`src/rtl/sfr_pkg.sv`:
```
package sfr_pkg;

   localparam int BYTE_W = 8;
   localparam int LEN_W  = 4;
   localparam int CFG_W  = 64;
   localparam int IDX_W  = 3;

   // Configuration register indexes.
   localparam logic [IDX_W-1:0] CSR_PATTERN_BYTES      = 3'd0;
   localparam logic [IDX_W-1:0] CSR_PATTERN_LENGTH     = 3'd1;
   localparam logic [IDX_W-1:0] CSR_REPLACEMENT_BYTES  = 3'd2;
   localparam logic [IDX_W-1:0] CSR_REPLACEMENT_LENGTH = 3'd3;

   // Sequencer to output stage.
   typedef struct packed {
      logic              push;
      logic              close;
      logic [BYTE_W-1:0] data;
   } out_cmd_type;

   // Output stage to sequencer.
   typedef struct packed {
      logic can_push;
   } out_stat_type;

endpackage

```
`src/rtl/stream_find_replace_unit.sv`:
```
// Channel   Direction  Handshake              Payload
// req_      in         req_valid / req_stall  req_in_byte, req_end_of_stream
// rsp_      out        rsp_valid / rsp_stall  rsp_out_byte, rsp_last_of_run
// csr_      in         csr_write_enable       csr_index, csr_write_data
//
// Each beat is taken in ST_IDLE and judged in ST_CHECK, which releases
// window head bytes; a match goes on to ST_REPL and ST_FLUSH, end of stream
// to ST_FLUSH. The sequencer emits at most one byte per cycle into the output
// stage, reuses one prefix comparator for every window decision and is held
// by a stall on rsp_. Synchronous reset clears CSRs, state, EOS, window count.
module stream_find_replace_unit #(
   parameter int MAX_PATTERN     = 8,
   parameter int MAX_REPLACEMENT = 8
) (
   input  logic                        clock,
   input  logic                        reset,
   input  logic                        req_valid,
   output logic                        req_stall,
   input  logic [sfr_pkg::BYTE_W-1:0]  req_in_byte,
   input  logic                        req_end_of_stream,
   output logic                        rsp_valid,
   input  logic                        rsp_stall,
   output logic [sfr_pkg::BYTE_W-1:0]  rsp_out_byte,
   output logic                        rsp_last_of_run,
   input  logic                        csr_write_enable,
   input  logic [sfr_pkg::IDX_W-1:0]   csr_index,
   input  logic [sfr_pkg::CFG_W-1:0]   csr_write_data
);

   typedef enum logic [1:0] {
      ST_IDLE,
      ST_CHECK,
      ST_REPL,
      ST_FLUSH
   } state_type;

   localparam int BW = sfr_pkg::BYTE_W;
   localparam int LW = sfr_pkg::LEN_W;

   logic [sfr_pkg::CFG_W-1:0] pattern_ff;
   logic [LW-1:0]             plen_ff;
   logic [sfr_pkg::CFG_W-1:0] repl_ff;
   logic [LW-1:0]             rlen_ff;

   state_type                       state_ff, state_in;
   logic [MAX_PATTERN-1:0][BW-1:0]  window_ff, window_in;
   logic [LW-1:0]                   count_ff, count_in;
   logic                            eos_ff, eos_in;
   logic [sfr_pkg::CFG_W-1:0]       rep_shift_ff, rep_shift_in;
   logic [LW-1:0]                   rep_left_ff, rep_left_in;

   logic [LW-1:0]         plen_eff;
   logic [LW-1:0]         rlen_eff;
   logic                  match;
   sfr_pkg::out_cmd_type  cmd;
   sfr_pkg::out_stat_type stat;

   assign plen_eff = (plen_ff > LW'(MAX_PATTERN)) ? LW'(MAX_PATTERN) : plen_ff;
   assign rlen_eff = (rlen_ff > LW'(MAX_REPLACEMENT)) ? LW'(MAX_REPLACEMENT) : rlen_ff;

   always_ff @(posedge clock) begin
      if (reset) begin
         pattern_ff <= '0;
         plen_ff    <= '0;
         repl_ff    <= '0;
         rlen_ff    <= '0;
      end else if (csr_write_enable) begin
         unique case (csr_index)
            sfr_pkg::CSR_PATTERN_BYTES:      pattern_ff <= csr_write_data;
            sfr_pkg::CSR_PATTERN_LENGTH:     plen_ff    <= csr_write_data[LW-1:0];
            sfr_pkg::CSR_REPLACEMENT_BYTES:  repl_ff    <= csr_write_data;
            sfr_pkg::CSR_REPLACEMENT_LENGTH: rlen_ff    <= csr_write_data[LW-1:0];
            default: ;
         endcase
      end
   end

   sfr_prefix_cmp #(
      .DEPTH(MAX_PATTERN)
   ) u_cmp (
      .window (window_ff),
      .pattern(pattern_ff),
      .length (count_ff),
      .match  (match)
   );

   assign req_stall = (state_ff != ST_IDLE);

   always_comb begin
      state_in     = state_ff;
      window_in    = window_ff;
      count_in     = count_ff;
      eos_in       = eos_ff;
      rep_shift_in = rep_shift_ff;
      rep_left_in  = rep_left_ff;
      cmd.push     = 1'b0;
      cmd.close    = 1'b0;
      cmd.data     = window_ff[0];
      unique case (state_ff)
         ST_IDLE: begin
            if (req_valid) begin
               for (int i = 0; i < MAX_PATTERN; i++) begin
                  if (count_ff == LW'(i)) begin
                     window_in[i] = req_in_byte;
                  end
               end
               count_in = count_ff + LW'(1);
               eos_in   = req_end_of_stream;
               state_in = ST_CHECK;
            end
         end
         ST_CHECK: begin
            priority if ((count_ff != '0) && (count_ff == plen_eff) && match) begin
               // Full match: the window is replaced and emptied.
               rep_shift_in = repl_ff;
               rep_left_in  = rlen_eff;
               count_in     = '0;
               state_in     = (rlen_eff != '0) ? ST_REPL : ST_FLUSH;
            end else if ((count_ff == '0) || ((count_ff < plen_eff) && match)) begin
               if (eos_ff && (count_ff != '0)) begin
                  state_in = ST_FLUSH;
               end else if (stat.can_push) begin
                  cmd.close = 1'b1;
                  state_in  = ST_IDLE;
               end
            end else begin
               // Window is no longer a pattern prefix: release its head.
               if (stat.can_push) begin
                  cmd.push  = 1'b1;
                  window_in = window_ff >> BW;
                  count_in  = count_ff - LW'(1);
               end
            end
         end
         ST_REPL: begin
            if (stat.can_push) begin
               cmd.push     = 1'b1;
               cmd.data     = rep_shift_ff[BW-1:0];
               rep_shift_in = rep_shift_ff >> BW;
               rep_left_in  = rep_left_ff - LW'(1);
               if (rep_left_ff == LW'(1)) begin
                  state_in = ST_FLUSH;
               end
            end
         end
         ST_FLUSH: begin
            if (stat.can_push) begin
               if (eos_ff && (count_ff != '0)) begin
                  cmd.push  = 1'b1;
                  window_in = window_ff >> BW;
                  count_in  = count_ff - LW'(1);
               end else begin
                  cmd.close = 1'b1;
                  state_in  = ST_IDLE;
               end
            end
         end
         default: state_in = ST_IDLE;
      endcase
   end

   always_ff @(posedge clock) begin
      if (reset) begin
         state_ff <= ST_IDLE;
         count_ff <= '0;
         eos_ff   <= 1'b0;
      end else begin
         state_ff <= state_in;
         count_ff <= count_in;
         eos_ff   <= eos_in;
      end
      window_ff    <= window_in;
      rep_shift_ff <= rep_shift_in;
      rep_left_ff  <= rep_left_in;
   end

   sfr_out_stage u_out (
      .clock          (clock),
      .reset          (reset),
      .cmd            (cmd),
      .stat           (stat),
      .rsp_valid      (rsp_valid),
      .rsp_stall      (rsp_stall),
      .rsp_out_byte   (rsp_out_byte),
      .rsp_last_of_run(rsp_last_of_run)
   );

endmodule

```
`src/rtl/sfr_prefix_cmp.sv`:
```
module sfr_prefix_cmp #(
   parameter int DEPTH = 8
) (
   input  logic [DEPTH-1:0][sfr_pkg::BYTE_W-1:0] window,
   input  logic [sfr_pkg::CFG_W-1:0]             pattern,
   input  logic [sfr_pkg::LEN_W-1:0]             length,
   output logic                                  match
);

   // The first length bytes of the window must equal the pattern prefix.
   always_comb begin
      match = 1'b1;
      for (int i = 0; i < DEPTH; i++) begin
         if ((sfr_pkg::LEN_W'(i) < length) &&
             (window[i] != pattern[i*sfr_pkg::BYTE_W +: sfr_pkg::BYTE_W])) begin
            match = 1'b0;
         end
      end
   end

endmodule

```
`src/rtl/sfr_out_stage.sv`:
```
module sfr_out_stage (
   input  logic                        clock,
   input  logic                        reset,
   input  sfr_pkg::out_cmd_type        cmd,
   output sfr_pkg::out_stat_type       stat,
   output logic                        rsp_valid,
   input  logic                        rsp_stall,
   output logic [sfr_pkg::BYTE_W-1:0]  rsp_out_byte,
   output logic                        rsp_last_of_run
);

   logic                       pend_valid_ff, pend_valid_in;
   logic [sfr_pkg::BYTE_W-1:0] pend_byte_ff, pend_byte_in;
   logic                       out_valid_ff, out_valid_in;
   logic [sfr_pkg::BYTE_W-1:0] out_byte_ff, out_byte_in;
   logic                       out_last_ff, out_last_in;
   logic                       out_free;

   // One byte is kept back so that the final byte of a run can be flagged
   // once the sequencer knows no more bytes follow.
   assign out_free      = !out_valid_ff || !rsp_stall;
   assign stat.can_push = !pend_valid_ff || out_free;

   always_comb begin
      pend_valid_in = pend_valid_ff;
      pend_byte_in  = pend_byte_ff;
      out_valid_in  = out_valid_ff && rsp_stall;
      out_byte_in   = out_byte_ff;
      out_last_in   = out_last_ff;
      if (cmd.push) begin
         if (pend_valid_ff) begin
            out_valid_in = 1'b1;
            out_byte_in  = pend_byte_ff;
            out_last_in  = 1'b0;
         end
         pend_valid_in = 1'b1;
         pend_byte_in  = cmd.data;
      end else if (cmd.close && pend_valid_ff) begin
         out_valid_in  = 1'b1;
         out_byte_in   = pend_byte_ff;
         out_last_in   = 1'b1;
         pend_valid_in = 1'b0;
      end
   end

   always_ff @(posedge clock) begin
      if (reset) begin
         pend_valid_ff <= 1'b0;
         out_valid_ff  <= 1'b0;
      end else begin
         pend_valid_ff <= pend_valid_in;
         out_valid_ff  <= out_valid_in;
      end
      pend_byte_ff <= pend_byte_in;
      out_byte_ff  <= out_byte_in;
      out_last_ff  <= out_last_in;
   end

   assign rsp_valid       = out_valid_ff;
   assign rsp_out_byte    = out_byte_ff;
   assign rsp_last_of_run = out_last_ff;

endmodule
```
`config.mk`:
```
export PLATFORM = sky130hd
export DESIGN_NAME = stream_find_replace_unit
export DESIGN_NICKNAME = d
export VERILOG_FILES = /design/src/rtl/sfr_pkg.sv /design/src/rtl/stream_find_replace_unit.sv /design/src/rtl/sfr_prefix_cmp.sv /design/src/rtl/sfr_out_stage.sv
export SDC_FILE = /design/constraint.sdc
export NUM_CORES = 1
export LEC_CHECK = 0
export BUFFER_PORTS_ARGS = -buffer_cell sky130_fd_sc_hd__buf_4
export CAP_MARGIN = 20
export CELL_PAD_IN_SITES_DETAIL_PLACEMENT = 0
export CELL_PAD_IN_SITES_GLOBAL_PLACEMENT = 1
export CORE_MARGIN = 1
export CORE_UTILIZATION = 40
export CTS_CLUSTER_DIAMETER = 100
export DETAILED_ROUTE_END_ITERATION = 10
export PLACE_DENSITY_LB_ADDON = 0.25
export SLEW_MARGIN = 20
export SYNTH_ARGS = -nofsm -noshare
export SYNTH_HDL_FRONTEND = slang
export SYNTH_SLANG_ARGS = --single-unit
```
`constraint.sdc`:
```
create_clock -name clock -period 13.7 [get_ports clock]
set_input_delay 0 -clock clock [delete_from_list [all_inputs] [get_ports clock]]
set_output_delay 0 -clock clock [all_outputs]
set_load 0.01 [all_outputs]
```
==> results.yml <==
outcome:
  status: "finished, violations left"
  violations: "DRC"
routing:
  wl_um: 32400
  vias: 8960
  drt_iter0_markers: 619
  vias_per_cell: 5.15
  antenna_left: 0
  dr.pass1.iters: 8
  wire_per_inst_um: 18.6
  drc: 12
synth:
  synth_nets: 1282
  seq_area_frac_synth: 0.587
  synth_ff_type: "edfxtp_1"
  synth_edf_count: 149
  netlist_area_um2: 12600
  ys_top_cells_by_count: "282 x nand2_1, 152 x a21oi_1, 149 x edfxtp_1"
  synth-warning-count: 0
  ys_ff_latch: 294
  yosysUniqueCellTypes: 60
  yosys-top-cells-area: "edfxtp_1 36%, dfxtp_1 23%, nand2_1 8.4%, a21oi_1 6.1%, mux2_2 5.7%"
  synth_most_common_cell: "nand2_1"
  netlist_instances: 1187
  yosysTopAreaCell: "edfxtp_1"
  synthArstFlopShare: 0
  syn_avg_cell_area_um2: 10.6
  synth_top_area_frac: 0.356
setup_path:
  r2r_end: "rep_left_ff[1]"
  cp.required_ns: 13.83
  crit_slowest_cell: "or4_1"
  crit_type: "register to register"
  cp-startpoint: "count_ff[0]"
  crit_chain: "inv_1 -> ha_1 -> nand2_1 -> o21ai_0 -> o2111ai_1 -> or4_1 -> and2_4 -> a21oi_4 -> buf_4"
  cp_top_family: "simple AND/OR/NAND/NOR gates"
  crit_fanout: 56
  cp-end-kind: "register"
  worstReg2RegStart: "count_ff[0]"
  cp.arrival_ns: 4.46
  start_kind: "register"
  cp_num_buf_inv: 2
  r2r_cells: 9
  max_stage_delay_ns: 0.74
  r2r_slack_ns: 9.37
place:
  place_congestion: 0.863
  placedCellCount: 1606
  portBuffers: 91
  place_hpwl_um: 21000
timing:
  finalSetupViolCount: 0
  rsz0062_at_grt: "false"
  layout_min_cycle_time_ns: 4.33
  slew_violations: 0
  holdWs_ns: 0.0154
  slew_headroom: 0.290
  finClkSkew_ns: 0.0124
  tightest_slew_ns: 1.06
  setup-tns-final_ns: 0
  fmax_mhz: 231
  fin_crit_sh: 0.316
  hold_viol: 0
clock_network:
  cts_sinks: 294
  clk_latency_ns: 0.51
  htreeDepth: 2
  cts_hold_buf: 70
  cts-buffers-inserted: 35
  cts_root_buffer: "clkbuf_16"
  clk_path_buf_depth: 3
  post_cts_resize_count: 0
  cts_tree: "built"
  clk_pin_slew_worst_paths_ns: 0.06
  post_cts_buffers: 0
floorplan:
  die_x_um: 179
  io_pins: 92
  start_util: 0.409
  dieArea_um2: 32100
  die_h_um: 179
  core_area_um2: 30700
  rows: 64
run:
  drv_cap: 0
finish:
  antenna_cells: 0
  area_growth_pct: 22.3
  fin_cells: 1739
  nets: 1412
  fin_util: 0.500
  drive_above_1_share: 0.173
pwr:
  p_leak_nw: 5.77
  clockPowerShare: 0.329
  power_switching_mw: 0.849
  power_frac_seq: 0.449
  finalPower_mw: 2.78
  p_int_mw: 1.93
  comb_power_share: 0.222
  swShare: 0.305
  p_per_area_nw_per_um2: 181
  vdd_drop_max_mv: 0.0944
grt:
  first_global_vias: 8776
  grt_pass1_wl_um: 49900
  gr-total-overflow: 0
  antenna_found_initial: 0
  grt_use_total: 0.205
  grt_start_max_net_pins: 91
worst_hold_path:
  holdPathStages: 6
  hold_class: "primary input to register"
  min_from: "csr_index[2]"
  whs_endpoint: "plen_ff[0]"
[cells in the final DEF, fill, tap and decap left out, types with 3 or more instances in the layout]
cell type | Yosys | final
a21o_1 | 58 | 58
a21oi_1 | 152 | 151
a31oi_1 | 4 | 4
and2_1 | 14 | 13
buf_4 | 2 | 97
clkbuf_1 | 62 | 10
clkbuf_16 | 0 | 37
clkbuf_8 | 0 | 7
clkinv_2 | 0 | 3
dfxtp_1 | 145 | 145
dlygate4sd3_1 | 0 | 70
edfxtp_1 | 149 | 149
ha_1 | 14 | 13
inv_1 | 10 | 10
mux2_2 | 64 | 64
mux2i_1 | 10 | 10
nand2_1 | 282 | 281
nand2b_1 | 7 | 7
nand3_1 | 9 | 9
nand4_1 | 11 | 11
nor2_1 | 38 | 38
nor2b_1 | 11 | 11
nor4_1 | 5 | 5
nor4_4 | 3 | 3
o21a_1 | 3 | 3
o21ai_0 | 10 | 10
o21ai_1 | 3 | 3
o221ai_1 | 3 | 3
xnor2_1 | 41 | 41
xor2_1 | 25 | 25
[logic make-up after synthesis]
logic type,after synthesis,share of synthesized area
xor gates and xnor gates,66,0.0460
adders and majority gates,14,0.0139
DFF,294,0.587
muxes,74,0.0653
buffers and inverters,86,0.0269
and+or+nand+nor,397,0.138
AOI/OAI and AO/OA,256,0.123
[worst max path at each step]
stage	cells after the start	to	slack, ns
2_1_floorplan	10	rep_left_ff[0]	7.73
3_3_place_gp	9	rep_left_ff[0]	9.61
3_5_place_dp	9	rep_left_ff[0]	9.41
4_1_cts	9	rep_shift_ff[3]	9.40
5_1_grt	9	rep_shift_ff[3]	9.08
6_report	9	rep_left_ff[1]	9.37
[through the flow]
stage          worst slack (ns)  area, µm²
6_report                   9.37      15400
5_1_grt                    9.08      15400
4_1_cts                    9.40      15400
3_5_place_dp               9.41      13500
3_3_place_gp               9.61      13500
2_1_floorplan              7.73      12600
[sequential cells by signal, indices dropped and copies added, names as in the netlist, named ones only]
signal / flops
pattern_ff: 64
rep_shift_ff: 64
repl_ff: 64
window_ff: 64
u_out.pend_byte_ff: 8
u_out.rsp_out_byte: 8
count_ff: 4
plen_ff: 4
rep_left_ff: 4
rlen_ff: 4
eos_ff: 1
state_ff: 1
u_out.pend_valid_ff: 1
u_out.rsp_last_of_run: 1
u_out.rsp_valid: 1
[power by group through the flow]
| stage | registers (mW) | clock network (mW) | logic, mW |
|---|---|---|---|
| floorplan | 1.22 | 0 | 0.443 |
| global placement | 1.26 | 0 | 0.601 |
| detailed placement | 1.27 | 0 | 0.597 |
| CTS | 1.25 | 0.933 | 0.618 |
| global route | 1.27 | 0.967 | 0.677 |
| finish | 1.25 | 0.915 | 0.617 |
[tightest hold or removal path, delay by kind of cell]
family	cells	cell delay, ns
muxes	1	0.13
buffers and inverters	1	0.08
and+or+nand+nor	4	0.27
[layout make-up]
| type | instances | area [µm²] |
|---|---|---|
| clock inverters | 9 | 86.3 |
| clock buffers | 54 | 1060 |
| repair buffers | 167 | 1430 |
| well taps | 396 | 495 |
| multi-input cells | 807 | 4890 |
| flip-flops and latches | 294 | 7380 |
| fillers | 2837 | 15400 |
| inverters | 12 | 45.0 |
[routing by layer]
| layer | GRT usage | vias to the layer above | part of all wire |
|---|---|---|---|
| met4 | 0.0511 | 0 | 0.019 |
| met3 | 0.0284 | 47 | 0.041 |
| met2 | 0.349 | 210 | 0.48 |
| met1 | 0.273 | 4320 | 0.46 |
| met5 | 0 | - | 0 |
| li1 | - | 4383 | - |
No activity file was read; power rests on OpenSTA's default activity.
